$ cat config.mk
export PLATFORM = sky130hd
export DESIGN_NAME = cmv_mac
export DESIGN_NICKNAME = d
export VERILOG_FILES = /design/src/design/cmv_pkg.sv /design/src/design/cmv_mac.sv
export VERILOG_INCLUDE_DIRS = /design/src /design/src/design
export SDC_FILE = /design/constraint.sdc
export NUM_CORES = 2
export LEC_CHECK = 0
export ABC_AREA = 0
export BUFFER_PORTS_ARGS = -buffer_cell sky130_fd_sc_hd__buf_2
export CAP_MARGIN = 20
export CORE_UTILIZATION = 45
export DETAILED_ROUTE_END_ITERATION = 12
export PLACE_DENSITY_LB_ADDON = 0.15
export SYNTH_ARGS = -nofsm -noshare
export SYNTH_HDL_FRONTEND = slang
export SYNTH_SLANG_ARGS = --single-unit
export TNS_END_PERCENT = 30
$ cat constraint.sdc
create_clock -name clk_i -period 6.8 [get_ports clk_i]
set_clock_uncertainty 0.15 [all_clocks]
set_input_delay 1.36 -clock clk_i [delete_from_list [all_inputs] [get_ports clk_i]]
set_output_delay 1.36 -clock clk_i [all_outputs]
set_load 0.005 [all_outputs]
$ cat src/design/complex_matrix_vector_multiply_top_assert.svh
// assertion macros for the complex matrix-vector multiplier
// every macro clocks on clk_i and is disabled while rst_ni is low
`ifndef COMPLEX_MATRIX_VECTOR_MULTIPLY_TOP_ASSERT_SVH
`define COMPLEX_MATRIX_VECTOR_MULTIPLY_TOP_ASSERT_SVH

// same-cycle implication
`define CMV_ASSERT_IMP(lbl, ante, cons) \
  lbl: assert property (@(posedge clk_i) disable iff (!rst_ni) (ante) |-> (cons)) \
    else $error("cmv assertion failed");

// next-cycle implication
`define CMV_ASSERT_NXT(lbl, ante, cons) \
  lbl: assert property (@(posedge clk_i) disable iff (!rst_ni) (ante) |=> (cons)) \
    else $error("cmv assertion failed");

`endif

$ cat src/design/cmv_pkg.sv
// shared widths, types and constants of the complex matrix-vector multiplier
// no dependencies
package cmv_pkg;

  localparam int MaxColumns = 1024;
  localparam int MaxRows    = 65536;
  localparam int ColW       = $clog2(MaxColumns);   // column index into the vector store
  localparam int LoadW      = ColW + 1;             // load position, can reach MaxColumns
  localparam int ColTotW    = 11;
  localparam int RowTotW    = 17;
  localparam int RowW       = 16;
  localparam int ValW       = 16;
  localparam int ProdW      = 2 * ValW + 1;
  localparam int AccW       = 48;
  localparam int DataW      = 32;
  localparam int AddrW      = 3;

  // register indexes (paddr[2])
  localparam logic RegRowTotal = 1'b0;
  localparam logic RegColTotal = 1'b1;

  // input function codes
  localparam logic FuncVecLoad = 1'b0;
  localparam logic FuncMatElem = 1'b1;

  // clamped configuration seen by the datapath
  typedef struct packed {
    logic [ColTotW-1:0] cols;
    logic [RowTotW-1:0] rows;
  } cfg_t;

  // first stage: operands and row bookkeeping of one matrix element
  typedef struct packed {
    logic                   valid;
    logic                   row_end;
    logic                   last;
    logic [RowW-1:0]        row_idx;
    logic signed [ValW-1:0] ar;
    logic signed [ValW-1:0] ai;
    logic signed [ValW-1:0] br;
    logic signed [ValW-1:0] bi;
  } s1_t;

endpackage

$ cat src/design/cmv_mac.sv
// complex multiply stage, 48-bit accumulators and the result register
// depends on cmv_pkg and complex_matrix_vector_multiply_top_assert.svh
`include "complex_matrix_vector_multiply_top_assert.svh"

module cmv_mac (
  input  logic                            clk_i,
  input  logic                            rst_ni,
  input  cmv_pkg::s1_t                    s1_i,
  output logic                            advance_o,
  input  logic                            out_ready_i,
  output logic                            out_valid_o,
  output logic [cmv_pkg::RowW-1:0]        row_index_o,
  output logic signed [cmv_pkg::AccW-1:0] sum_re_o,
  output logic signed [cmv_pkg::AccW-1:0] sum_im_o,
  output logic                            last_row_o
);

  localparam int ExtW = cmv_pkg::AccW - cmv_pkg::ProdW;

  logic signed [2*cmv_pkg::ValW-1:0] p_rr, p_ii, p_ir, p_ri;
  logic signed [cmv_pkg::ProdW-1:0]  pre_d, pim_d;

  logic                             s2_valid_q;
  logic                             s2_end_q;
  logic                             s2_last_q;
  logic [cmv_pkg::RowW-1:0]         s2_row_q;
  logic signed [cmv_pkg::ProdW-1:0] s2_pre_q;
  logic signed [cmv_pkg::ProdW-1:0] s2_pim_q;

  logic [cmv_pkg::AccW-1:0] acc_re_q, acc_im_q;
  logic [cmv_pkg::AccW-1:0] sum_re, sum_im;

  logic                     out_valid_q;
  logic [cmv_pkg::RowW-1:0] out_row_q;
  logic [cmv_pkg::AccW-1:0] out_re_q, out_im_q;
  logic                     out_last_q;

  logic out_load;

  // the pipe only halts when a row sum is due and the result slot is full and not being read
  assign advance_o = ~(s2_valid_q & s2_end_q & out_valid_q & ~out_ready_i);
  assign out_load  = advance_o & s2_valid_q & s2_end_q;

  // complex product, exact
  assign p_rr  = s1_i.ar * s1_i.br;
  assign p_ii  = s1_i.ai * s1_i.bi;
  assign p_ir  = s1_i.ai * s1_i.br;
  assign p_ri  = s1_i.ar * s1_i.bi;
  assign pre_d = {p_rr[2*cmv_pkg::ValW-1], p_rr} - {p_ii[2*cmv_pkg::ValW-1], p_ii};
  assign pim_d = {p_ir[2*cmv_pkg::ValW-1], p_ir} + {p_ri[2*cmv_pkg::ValW-1], p_ri};

  // product stage control
  always_ff @(posedge clk_i or negedge rst_ni) begin
    if (!rst_ni)
      s2_valid_q <= 1'b0;
    else if (advance_o)
      s2_valid_q <= s1_i.valid;
  end

  // product stage payload
  always_ff @(posedge clk_i) begin
    if (advance_o) begin
      s2_end_q  <= s1_i.row_end;
      s2_last_q <= s1_i.last;
      s2_row_q  <= s1_i.row_idx;
      s2_pre_q  <= pre_d;
      s2_pim_q  <= pim_d;
    end
  end

  // accumulate, wrapping at 48 bits
  assign sum_re = acc_re_q + {{ExtW{s2_pre_q[cmv_pkg::ProdW-1]}}, s2_pre_q};
  assign sum_im = acc_im_q + {{ExtW{s2_pim_q[cmv_pkg::ProdW-1]}}, s2_pim_q};

  always_ff @(posedge clk_i or negedge rst_ni) begin
    if (!rst_ni) begin
      acc_re_q <= '0;
      acc_im_q <= '0;
    end else if (advance_o && s2_valid_q) begin
      if (s2_end_q) begin
        acc_re_q <= '0;
        acc_im_q <= '0;
      end else begin
        acc_re_q <= sum_re;
        acc_im_q <= sum_im;
      end
    end
  end

  // result register
  always_ff @(posedge clk_i or negedge rst_ni) begin
    if (!rst_ni)
      out_valid_q <= 1'b0;
    else
      out_valid_q <= (out_valid_q & ~out_ready_i) | out_load;
  end

  always_ff @(posedge clk_i) begin
    if (out_load) begin
      out_row_q  <= s2_row_q;
      out_re_q   <= sum_re;
      out_im_q   <= sum_im;
      out_last_q <= s2_last_q;
    end
  end

  assign out_valid_o = out_valid_q;
  assign row_index_o = out_row_q;
  assign sum_re_o    = out_re_q;
  assign sum_im_o    = out_im_q;
  assign last_row_o  = out_last_q;

  // checks
  `CMV_ASSERT_IMP(a_halt_only_on_row_end, !advance_o, s2_valid_q && s2_end_q && out_valid_q)
  `CMV_ASSERT_NXT(a_acc_cleared_after_row, out_load, acc_re_q == '0 && acc_im_q == '0)
  `CMV_ASSERT_IMP(a_result_from_row_end, $rose(out_valid_q), $past(out_load))

endmodule

==> results.cfg <==
[die]
chipHeight_um = 351
coreArea_um2 = 120000
dieWidth_um = 351
pin_count = 201
num_rows = 127
initial_core_util_pct = 45.6
dieArea_um2 = 123000

[clock_tree]
cts_hold_buf = 0
cts_made_buffers = 30
clockRootBuffer = clkbuf_16
clock_path_buffers = 3
worstSkewPairLatency_ps = 590
htree_levels = 1
clock-sinks = 295
clk_pin_slew_ps = 60
cts_tree = done

[setup_path]
slowest_stage = fa_1
crit_fanout = 6
cpLargestDelayFamily = adder cells
arrival_ps = 8110
cp_common_cell = fa_1
rrSetupSlack_ps = 2610
crit_start = s1_i[2]
cp_num_cells = 27
ff2ff_path_depth = 12
critPathLaunchType = input pin
slowest_delay_ps = 570
endpoint = s2_pre_q[31]
worstSetupPathType = input pin to flip-flop
end_kind = flip-flop
required_ps = 6970
r2r-start = s2_pre_q[0]
r2r_end = sum_re_o[42]
crit_buf_inv = 9

[sta]
final.period_utilization_pct = 117
max_freq_mhz = 126
slew_headroom_pct = 35.5
holdWs_ps = 269
final-setup-viol-count = 43
setup_slack_ps = -1140
rsz0062_at_grt = true
worst_pin_slew_ps = 966
slew_viol_final = 0
finalHoldViolations = 0
period_needed_ps = 7940

[outcome]
violations = setup timing
outcome = finished with violations

[synthesis]
avgSynthCellArea_um2 = 10.0
yosys.area.top_type_share_pct = 42.8
synth_warnings = 0
synth_edf_count = 197
synth_nets = 7153
synthTopCellsByArea = fa_1 (43%), edfxtp_1 (11%), ha_1 (9.2%)
ys_types = 78
synth_seq_cells = 295
synthesis.area_um2 = 54900
synthCells = 5488
synth_top_area_cell = fa_1
ys.flop_type = edfxtp_1
synthArstFlopShare_pct = 33.2
seq_area_frac_synth_pct = 15.2

[route]
avgRoutedWirePerCell_um = 19.5
num_vias = 38713
dr.pass1.iters = 5
totalWireLength_um = 151000
detail-route-antenna-nets = 0
viasPerCell = 5.02
drc_errors = 0
drt_iter0_markers = 2128

[place]
globalplace.congestion = 0.993
dp_slack_ps = -1950
port-buffer-count = 200
placed_cells_incl_taps = 7607
place_hpwl_um = 128000

[cells_and_area]
finalNonFillerCells = 7712
area_delta_synth_final_pct = 18.2
drive_gt1_share_pct = 18.4
layout.nets = 7739
multiInputGateArea_um2 = 42000
final_common_cell = inv_1
seqCellArea_um2 = 8370
layout_common_cells = inv_1 (1246), fa_1 (1127), nand2_1 (560), buf_4 (501), and2_1 (467)
fill_cells = 10916

[global_route]
grt_max_degree = 84
gr-total-overflow = 0
grt_pass1_vias = 42388
grt_first_pass_wirelength_um = 240000
antenna_found_initial = 4
grt_usage_pct = 25.5

[worst_hold_path]
worstHoldPathType = flip-flop to flip-flop

[flow_run]
maxCapViolations = 0
## routing by layer
| layer | vias to the layer above | part of all wire [%] | GRT usage (%) |
|---|---|---|---|
| li1 | 17771 | - | - |
| met1 | 19842 | 42 | 33.8 |
| met2 | 896 | 50 | 44.2 |
| met3 | 200 | 4.6 | 2.26 |
| met4 | 4 | 3.8 | 7.88 |
| met5 | - | 0.023 | 0 |
## cell usage after synthesis, types with 83 or more instances
| library cell | n |
|---|---|
| nand2_1 | 581 |
| edfxtp_1 | 197 |
| nor2_1 | 113 |
| a21o_1 | 86 |
| a22o_1 | 83 |
| fa_1 | 1175 |
| xnor2_1 | 129 |
| ha_1 | 404 |
| dfrtp_1 | 98 |
| a21oi_1 | 137 |
| and2_1 | 495 |
| clkbuf_1 | 229 |
| inv_1 | 1288 |
## per-stage QoR
stage,utilization [%],TNS (ps),area (um^2)
floorplan,-,-34860,55700
detailed placement,51.8,-71370,62400
global placement,51.8,-67750,62400
global route,53.9,-38110,64900
finish,53.9,-30030,64900
CTS,53.5,-29850,64500
## sequential cells by signal, indices dropped and copies added (netlist names)
signal,flops
acc_im_q,48
acc_re_q,48
last_row_o,1
out_valid_o,1
row_index_o,16
s2_end_q,1
s2_last_q,1
s2_pim_q,33
s2_pre_q,33
s2_row_q,16
s2_valid_q,1
sum_im_o,48
sum_re_o,48
## cell families (layout without fill, tap and decap cells)
| group | count (synthesis) | in the layout | share of synthesized area [%] |
|---|---|---|---|
| xor gates and xnor gates | 183 | 183 | 2.93 |
| other | 0 | 2 | 0 |
| DFF | 295 | 295 | 15.2 |
| adders and majority gates | 1579 | 1579 | 52.0 |
| AOI/OAI and AO/OA | 537 | 537 | 6.92 |
| muxes | 1 | 1 | 0.0182 |
| buffers and inverters | 1523 | 2133 | 10.4 |
| and+or+nand+nor | 1370 | 1370 | 12.5 |
## layout make-up
cell class / instances / share of cell area, %
clock inverters: 18 / 0.324
well taps: 1612 / 3.11
clock buffers: 38 / 1.20
repair buffers: 787 / 10.4
flip-flops and latches: 295 / 12.9
diodes: 2 / 0.00771
inverters: 1290 / 7.47
multi-input cells: 3670 / 64.7
## worst reg2reg max path: stages (launching register included)
cell and delay, ps:
edfxtp_1 430, ha_1 270, fa_1 440, a211o_1 370
a2111oi_2 330, o21bai_1 190, a21oi_1 430, o21ai_1 200
a21bo_2 270, a21oi_4 250, o21bai_1 220, a31oi_1 310
xnor2_1 100
## how the worst min path moves through the flow
stage	cells past startpoint	end	start	slack, ps
after floorplan	0	last_row_o	s2_last_q	250
after global placement	0	row_index_o[14]	s2_row_q[14]	250
after detailed placement	0	row_index_o[14]	s2_row_q[14]	260
after CTS	0	row_index_o[14]	s2_row_q[14]	270
after global routing	0	row_index_o[8]	s2_row_q[8]	280
final	0	row_index_o[1]	s2_row_q[1]	270
## repair_timing
item | CTS | global route
pin swaps | 137 | 54
setup buffers | 37 | 6
cloned | 3 | 2
hold endpoints to repair | 0 | 0
resized for setup | 226 | 98
endpoints found under the setup margin | 46 | 46
Power is left out: the tool's default activity adds up to more than one toggle a clock period on the data nets, which glitch-free logic cannot reach.
