File: config.mk
export PLATFORM = sky130hd
export DESIGN_NAME = cmv_cfg_regs
export DESIGN_NICKNAME = d
export VERILOG_FILES = /design/src/design/complex_matrix_vector_multiply_top_assert.svh /design/src/design/cmv_pkg.sv /design/src/design/cmv_cfg_regs.sv
export SDC_FILE = /design/constraint.sdc
export NUM_CORES = 1
export LEC_CHECK = 0
export BUFFER_PORTS_ARGS = -buffer_cell sky130_fd_sc_hd__clkbuf_2
export CAP_MARGIN = 30
export CORE_MARGIN = 1.5
export CORE_UTILIZATION = 43
export DETAILED_ROUTE_END_ITERATION = 8
export PLACE_DENSITY_LB_ADDON = 0.08
export SLEW_MARGIN = 5
export SYNTH_ARGS = -nofsm -noshare
export SYNTH_HDL_FRONTEND = slang
export SYNTH_SLANG_ARGS = --single-unit
File: constraint.sdc
create_clock -name clk_i -period 2.25 [get_ports clk_i]
set_clock_uncertainty 0.1 [all_clocks]
set_input_delay 0.675 -clock clk_i [delete_from_list [all_inputs] [get_ports clk_i]]
set_output_delay 0.675 -clock clk_i [all_outputs]
set_load 0.05 [all_outputs]
File: src/design/complex_matrix_vector_multiply_top_assert.svh
// assertion macros for the complex matrix-vector multiplier
// every macro clocks on clk_i and is disabled while rst_ni is low
`ifndef COMPLEX_MATRIX_VECTOR_MULTIPLY_TOP_ASSERT_SVH
`define COMPLEX_MATRIX_VECTOR_MULTIPLY_TOP_ASSERT_SVH

// same-cycle implication
`define CMV_ASSERT_IMP(lbl, ante, cons) \
  lbl: assert property (@(posedge clk_i) disable iff (!rst_ni) (ante) |-> (cons)) \
    else $error("cmv assertion failed");

// next-cycle implication
`define CMV_ASSERT_NXT(lbl, ante, cons) \
  lbl: assert property (@(posedge clk_i) disable iff (!rst_ni) (ante) |=> (cons)) \
    else $error("cmv assertion failed");

`endif

File: src/design/cmv_pkg.sv
// shared widths, types and constants of the complex matrix-vector multiplier
// no dependencies
package cmv_pkg;

  localparam int MaxColumns = 1024;
  localparam int MaxRows    = 65536;
  localparam int ColW       = $clog2(MaxColumns);   // column index into the vector store
  localparam int LoadW      = ColW + 1;             // load position, can reach MaxColumns
  localparam int ColTotW    = 11;
  localparam int RowTotW    = 17;
  localparam int RowW       = 16;
  localparam int ValW       = 16;
  localparam int ProdW      = 2 * ValW + 1;
  localparam int AccW       = 48;
  localparam int DataW      = 32;
  localparam int AddrW      = 3;

  // register indexes (paddr[2])
  localparam logic RegRowTotal = 1'b0;
  localparam logic RegColTotal = 1'b1;

  // input function codes
  localparam logic FuncVecLoad = 1'b0;
  localparam logic FuncMatElem = 1'b1;

  // clamped configuration seen by the datapath
  typedef struct packed {
    logic [ColTotW-1:0] cols;
    logic [RowTotW-1:0] rows;
  } cfg_t;

  // first stage: operands and row bookkeeping of one matrix element
  typedef struct packed {
    logic                   valid;
    logic                   row_end;
    logic                   last;
    logic [RowW-1:0]        row_idx;
    logic signed [ValW-1:0] ar;
    logic signed [ValW-1:0] ai;
    logic signed [ValW-1:0] br;
    logic signed [ValW-1:0] bi;
  } s1_t;

endpackage

File: src/design/cmv_cfg_regs.sv
// apb register file: row_total and column_total, clamped for the datapath
// depends on cmv_pkg
module cmv_cfg_regs (
  input  logic                       clk_i,
  input  logic                       rst_ni,
  input  logic                       psel,
  input  logic                       penable,
  input  logic                       pwrite,
  input  logic [cmv_pkg::AddrW-1:0]  paddr,
  input  logic [cmv_pkg::DataW-1:0]  pwdata,
  output logic [cmv_pkg::DataW-1:0]  prdata,
  output logic                       pready,
  output cmv_pkg::cfg_t              cfg_o
);

  logic [cmv_pkg::RowTotW-1:0] row_total_q;
  logic [cmv_pkg::ColTotW-1:0] col_total_q;
  logic                        wr_en;

  assign pready = 1'b1;
  assign wr_en  = psel & penable & pwrite;

  // register writes
  always_ff @(posedge clk_i or negedge rst_ni) begin
    if (!rst_ni) begin
      row_total_q <= cmv_pkg::RowTotW'(1);
      col_total_q <= cmv_pkg::ColTotW'(1);
    end else if (wr_en) begin
      case (paddr[2])
        cmv_pkg::RegRowTotal: row_total_q <= pwdata[cmv_pkg::RowTotW-1:0];
        cmv_pkg::RegColTotal: col_total_q <= pwdata[cmv_pkg::ColTotW-1:0];
        default: ;
      endcase
    end
  end

  // read back
  always_comb begin
    case (paddr[2])
      cmv_pkg::RegRowTotal: prdata = cmv_pkg::DataW'(row_total_q);
      cmv_pkg::RegColTotal: prdata = cmv_pkg::DataW'(col_total_q);
      default:              prdata = '0;
    endcase
  end

  // zero counts as one, oversize counts as the maximum
  always_comb begin
    if (col_total_q == '0)
      cfg_o.cols = cmv_pkg::ColTotW'(1);
    else if (col_total_q > cmv_pkg::ColTotW'(cmv_pkg::MaxColumns))
      cfg_o.cols = cmv_pkg::ColTotW'(cmv_pkg::MaxColumns);
    else
      cfg_o.cols = col_total_q;

    if (row_total_q == '0)
      cfg_o.rows = cmv_pkg::RowTotW'(1);
    else if (row_total_q > cmv_pkg::RowTotW'(cmv_pkg::MaxRows))
      cfg_o.rows = cmv_pkg::RowTotW'(cmv_pkg::MaxRows);
    else
      cfg_o.rows = row_total_q;
  end

endmodule

==> summary.md, run 1 <==
| Metric | Value |
|---|---|
| Maximum vdd ir drop | `0.543 mV` |
| Kind of critical path | `reg -> out` |
| Syn-to-layout area delta | `50.4%` |
| Syn Inst Count | `137` |
| Post-DP Area | `0.00226 mm2` |
| DR vias/cell | `4.74` |
| Slew HR | `0.540` |
| Post-DP HPWL | `around 2900 um` |
| Port Buffers | `67` |
| Most frequent cells in the layout | `52 x clkbuf_2, 29 x mux2_2, 26 x dfrtp_1, 22 x buf_4, 19 x nor2b_1` |
| RSZ-0062 raised after global routing | `true` |
| Place WS | `-0.150 ns` |
| Clk pin slew, worst setup/hold paths | `0.10 ns` |
| DRT Pass-1 Iters | `4` |
| Antenna violations before repair | `0` |
| TritonCTS Sinks | `28` |
| Worst path bufs/invs | `2` |
| Number of synthesized flops with an enable pin | `0` |
| Total gr overflow | `0` |
| Pin count of the biggest net entering global routing | `29` |
| Power per cell area | `1110 mW/mm2` |
| ANT cells | `0` |
| I/O pin cnt | `between 100 and 150` |
| Mean Syn Cell Area | `12.2 um2` |
| Sequential Area | `703 um2` |
| Clock Latency Late Sink | `0.27 ns` |
| Clock tree buffer depth | `2` |
| Hold Fails Final Rpt | `0` |
| Hold Crit Class | `in -> async` |
| Critical path cell sequence | `nor4_4, a41oi_4, clkbuf_16, nor2b_4, buf_8` |
| CP max stage cell | `dfrtp_1` |
| Row Count | `22` |
| Total number of vias | `1288` |
| Main synth FF type | `dfrtp_1` |
| Fin crit period | `2.54 ns` |
| Die Width | `between 60 and 70 um` |
| Post-cts hold buffer count | `0` |
| DIE HEIGHT | `approximately 65 um` |
| Run status | `finished with violations` |
| CP max FO | `5` |
| Synthesized cell area | `0.00168 mm2` |
| FFs w/ async S/R, synth | `1.00` |
| RD Place Congestion | `0.812` |
| Tcrit/Tclk final | `1.13` |
| Leakage | `around 0.0013 uW` |
| Setup slack after layout | `-0.285 ns` |
| DR WL/cell | `15.1 um` |
| Die ar. | `roughly 0.0043 mm2` |
| CTS tree | `built` |
| H-tree lvl count | `1` |
| Startpoint Class | `flop` |
| Fmax | `just under 400 MHz` |
| Critical path's largest stage delay | `0.43 ns` |
| Commonest non-fill, non-tap cell in the layout | `clkbuf_2` |
| First-pass GRT wire length | `roughly 6500 um` |
| Overall Global Routing Usage | `0.202` |
| Violated checks | `negative setup slack` |
| Critical Path End Type | `output port` |
| 1st-iter DRT viols | `45` |
| Syn. warnings | `0` |
| Required time worst endpoint | `1.47 ns` |
| #FFs+latches synth | `28` |
| # DRC | `0` |
| Initial Util | `0.454` |
| Final setup violation count | `11` |
| Core area | `0.00369 mm2` |
| CTS Buf Count | `3` |
| Design area | `0.00252 mm2` |
| Pins Over Slew Limit | `0` |
| Synth unique cells | `19` |
| Fill cell total of the finished layout | `291` |
| Nets | `265` |
| Multi-input gate area | `981 um2` |
| Clock root buffer | `clkbuf_8` |
| Slew @ Worst Pin | `approximately 0.69 ns` |
| WL final | `a little over 4000 um` |
| Worst endpoint data arrival time | `approximately 1.8 ns` |
| Layout cells sized above 1 | `0.688` |
| CP delay by family, top | `simple AND/OR/NAND/NOR gates` |
| Remaining antenna violation count after routing | `0` |
| Maxcap violations | `0` |
| Vias in the first global route | `1336` |
| Part of the Yosys area used for sequential elements | `0.420` |
==> synth_stat cells (2+ instances only) <==
library cell / n / area [um2]
mux2_4: 10 / 150
nor4_1: 2 / 12.5
buf_2: 2 / 10.0
buf_4: 16 / 120
nor2b_1: 29 / 181
dfrtp_1: 26 / 651
nor2_1: 4 / 15.0
mux2_2: 29 / 327
dfstp_2: 2 / 52.6
clkbuf_1: 3 / 11.3
buf_6: 2 / 22.5
conb_1: 2 / 7.51
nor4_2: 4 / 50.1
==> registers in the layout (all words and copies together) (netlist names) <==
signal	flops
row_total_q	17
col_total_q	11
==> logic make-up after synthesis <==
family / count (synthesis) / share of synthesized area
simple gates: 41 / 0.173
mux: 39 / 0.285
flops: 28 / 0.420
buf+inv: 24 / 0.100
compound gates: 3 / 0.0187
other cells: 2 / 0.00448
==> layer usage <==
metal | track usage | wire (um) | vias up
li1 | - | - | 615
met1 | 0.254 | 1750 | 615
met2 | 0.365 | 2120 | 54
met3 | 0.0291 | 195 | 4
met4 | 0.0469 | 34 | 0
met5 | 0 | 0 | -
==> what timing repair did <==
| item | CTS | global route |
|---|---|---|
| gates cloned | 0 | 1 |
| resized for setup | 25 | 13 |
| setup endpoints to repair | 29 | 12 |
| hold endpoints to repair | 0 | 0 |
| buffers inserted | 2 | 2 |
| pin swaps | 4 | 3 |
==> report_power, final <==
group | switching, uW | internal (uW) | leakage, uW | total (uW)
clock | 161 | 238 | 0.0000357 | 399
combinational | 1010 | 627 | 0.000895 | 1630
sequential | 134 | 620 | 0.000333 | 754
total | 1300 | 1490 | 0.00126 | 2790
==> path summary, 6_finish.rpt <==
path / start / end / slack, ns / cells past startpoint
min in group clk_i: col_total_q[8]$_DFFE_PN0P_ / col_total_q[8]$_DFFE_PN0P_ / 0.46 / 1
max: row_total_q[15]$_DFFE_PN0P_ / cfg_o[6] / -0.29 / 5
min: rst_ni / row_total_q[10]$_DFFE_PN0P_ / 0.32 / 1
max reg2reg: row_total_q[3]$_DFFE_PN0P_ / row_total_q[3]$_DFFE_PN0P_ / 1.11 / 3
max in group asynchronous: rst_ni / col_total_q[2]$_DFFE_PN0P_ / 1.28 / 1
min reg2reg: col_total_q[8]$_DFFE_PN0P_ / col_total_q[8]$_DFFE_PN0P_ / 0.46 / 1
==> cell type report <==
type / count / share of cell area
Tap cell: 48 / 0.0238
Multi-Input combinational cell: 99 / 0.389
Sequential cell: 28 / 0.279
Inverter: 1 / 0.00149
Clock inverter: 1 / 0.0119
Clock buffer: 3 / 0.0164
Timing Repair Buffer: 92 / 0.278
==> metrics by stage <==
stage               hold WS, ns  instances  setup TNS [ns]  utilization  total power, uW
detailed placement        0.448        263           -2.39        0.614             2240
global route              0.380        272           -4.01        0.683             2900
global placement          0.447        263           -1.91        0.614             2210
floorplan                 0.279        151           -1.73            -             1860
CTS                       0.340        269           -2.99        0.666             2730
finish                    0.320        272           -2.88        0.683             2790
(Power assumes the default switching activity.)
==> run 2: changes to the inputs <==
- CELL_PAD_IN_SITES_DETAIL_PLACEMENT: unset -> 1
- CELL_PAD_IN_SITES_GLOBAL_PLACEMENT: unset -> 2
- CORE_UTILIZATION: 43 -> 27
- PLACE_DENSITY_LB_ADDON: 0.08 -> 0.1
- clock period: 2.25 -> 3.1 ns (I/O delays scaled with it)
==> summary.md, run 2 (same netlist as run 1, synthesis figures left out) <==
| Metric | Value |
|---|---|
| Nets | `241 (-9.1%)` |
| Pin count of the biggest net entering global routing | `29 (unchanged)` |
| Total number of vias | `1211 (-6.0%)` |
| Post-DP HPWL | `3270 um (+13%)` |
| Required time worst endpoint | `2.07 ns (+0.60 ns)` |
| Worst endpoint data arrival time | `1.94 ns (+0.18 ns)` |
| Met1 Routed Length | `1870 um (+6.9%)` |
| Largest Register | `row_total_q` |
| Clock Latency Late Sink | `0.28 ns (about the same)` |
| Critical path cell sequence | `nor4_2, a41oi_4, nor2b_1, clkbuf_2` |
| Clk pin slew, worst setup/hold paths | `0.09 ns (about the same)` |
| Worst path bufs/invs | `1 (-1)` |
| Hold Fails Final Rpt | `0 (unchanged)` |
| Sequential fraction of design power | `0.321 (+0.050)` |
| Remaining antenna violation count after routing | `0 (unchanged)` |
| Total setup buffers inserted after CTS | `0 (-2)` |
| Final setup violation count | `0 (-11)` |
| Most frequent cells in the layout | `67 x clkbuf_2, 29 x nor2b_1, 29 x mux2_2, 26 x dfrtp_1, 16 x conb_1` |
| Maximum vdd ir drop | `0.418 mV (-23%)` |
| Slew @ Worst Pin | `0.716 ns (+0.0256 ns)` |
| Run status | `completed` |
| Setup tns final | `0 ns (+2.88 ns)` |
| DR WL/cell | `15.7 um (+3.9%)` |
| Max FFs per register | `17 (unchanged)` |
| WL final | `4310 um (+5.0%)` |
| Maxcap violations | `0 (unchanged)` |
| CTS Buf Count | `3 (unchanged)` |
| Largest regs | `row_total_q (17), col_total_q (11)` |
| Power per cell area | `838 mW/mm2 (-24%)` |
| Utilization after layout | `0.353 (-0.330)` |
| I/O pin cnt | `101 (unchanged)` |
| Overall Global Routing Usage | `0.133 (-0.0692)` |
| TritonCTS Sinks | `28 (unchanged)` |
| Commonest non-fill, non-tap cell in the layout | `clkbuf_2` |
| First-pass GRT wire length | `6590 um (+0.63%)` |
| ANT cells | `0 (unchanged)` |
| Clock root buffer | `clkbuf_8` |
| Clock network power share | `0.163 (+0.020)` |
| DR vias/cell | `4.40 (-7.0%)` |
| Post-DP Area | `0.00200 mm2 (-12%)` |
| Die ar. | `0.00669 mm2 (+56%)` |
| P_int | `878 uW (-41%)` |
| DIE HEIGHT | `81.8 um (+25%)` |
| CP max FO | `10 (+5)` |
| 1st-iter DRT viols | `31 (-31%)` |
| DRT Pass-1 Iters | `4 (unchanged)` |
| Pins Over Slew Limit | `0 (unchanged)` |
| DR WL met3 | `281 um (+44%)` |
| Critical path's largest stage delay | `0.45 ns (+0.02 ns)` |
| Tcrit/Tclk final | `0.957` |
| Sw Share | `0.501 (+0.0341)` |
| Initial Util | `0.281 (-0.173)` |
| Critical Path End Type | `output port` |
| RSZ-0062 raised after global routing | `false` |
| Die Width | `81.8 um (+25%)` |
| Slew HR | `0.523 (-0.0171)` |
| FF-to-FF path depth | `1 (-2)` |
| Crit path depth | `4 (-1)` |
| Top Metal Used | `met4` |
| Startpoint Class | `flop` |
| Hold path cells | `1` |
| Antenna violations before repair | `0 (unchanged)` |
| RD Place Congestion | `0.718 (-12%)` |
| Total gr overflow | `0 (unchanged)` |
| Fmax | `337 MHz` |
| Clock tree buffer depth | `2 (unchanged)` |
| Kind of critical path | `reg -> out` |
| # DRC | `0 (unchanged)` |
| Vias in the first global route | `1230 (-7.9%)` |
| CP delay by family, top | `simple AND/OR/NAND/NOR gates` |
| Met2 WL post-DR | `2130 um (+0.42%)` |
| Combinational share of power | `0.516 (-0.070)` |
| Hold Crit Class | `reg -> reg` |
| Row Count | `28 (+27%)` |
| CP max stage cell | `nor4_2` |
| Leakage | `0.00104 uW (-17%)` |
| Syn-to-layout area delta | `25.4%` |
| Design area | `0.00210 mm2 (-17%)` |
| Layout cells sized above 1 | `0.595 (-0.0925)` |
| Fin crit period | `2.97 ns` |
| Switching power | `883 uW (-32%)` |
| H-tree lvl count | `1 (unchanged)` |
| CTS tree | `built` |
| Core area | `0.00596 mm2 (+61%)` |
| Port Buffers | `67 (unchanged)` |
-- run 2: cell count changes in the layout (fill, tap and decap cells not counted), moves of 2 or more --
| cell | before | now |
|---|---|---|
| nor2b_1 | 19 | 29 |
| nor2b_4 | 10 | 0 |
| nor4_4 | 4 | 2 |
| nor4_2 | 0 | 2 |
| buf_12 | 3 | 0 |
| buf_8 | 10 | 0 |
| clkbuf_2 | 52 | 67 |
| clkbuf_8 | 5 | 3 |
| buf_4 | 22 | 1 |
-- run 2: path summary, 6_finish.rpt --
kind | start | end | slack [ns]
min reg2reg | col_total_q[3]$_DFFE_PN0P_ | col_total_q[3]$_DFFE_PN0P_ | 0.48
min in group asynchronous | rst_ni | row_total_q[9]$_DFFE_PN0P_ | 0.58
max | row_total_q[2]$_DFFE_PN0P_ | cfg_o[8] | 0.13
max in group asynchronous | rst_ni | row_total_q[7]$_DFFE_PN0P_ | 1.85
max reg2reg | col_total_q[10]$_DFFE_PN0P_ | col_total_q[10]$_DFFE_PN0P_ | 2.03
min | col_total_q[3]$_DFFE_PN0P_ | col_total_q[3]$_DFFE_PN0P_ | 0.48
-- run 2: power groups by stage --
stage / sequential, uW / combinational (uW) / clock (uW)
global placement: 561 / 900 / 0
detailed placement: 567 / 907 / 0
floorplan: 520 / 760 / 0
finish: 566 / 908 / 287
CTS: 560 / 910 / 301
global route: 586 / 955 / 314
-- run 2: layout make-up --
cell class / instances / area [um2]
Clock buffer: 3 / 41.3
Clock inverter: 1 / 30.0
Fill cell: 706 / 3850
Inverter: 1 / 3.75
Multi-Input combinational cell: 99 / 886
Sequential cell: 28 / 703
Tap cell: 75 / 93.8
Timing Repair Buffer: 68 / 343
-- run 2: metrics by stage --
step	setup slack, ns	instances	hold slack (ns)	total power (uW)
finish	0.134	275	0.476	1760
global route	0.00970	275	0.507	1850
CTS	0.00448	275	0.488	1770
detailed placement	0.159	271	0.455	1470
global placement	0.156	271	0.436	1460
floorplan	0.146	151	0.411	1280
-- run 2: timing repair --
action,in CTS,in global routing
hold buffers,0,0
gates resized for setup,0,3
endpoints found under the setup margin,0,10
-- run 2: layer usage --
metal / track usage / vias up
li1: - / 569
met1: 0.169 / 595
met2: 0.228 / 45
met3: 0.0333 / 2
met4: 0.0254 / 0
met5: 0 / -
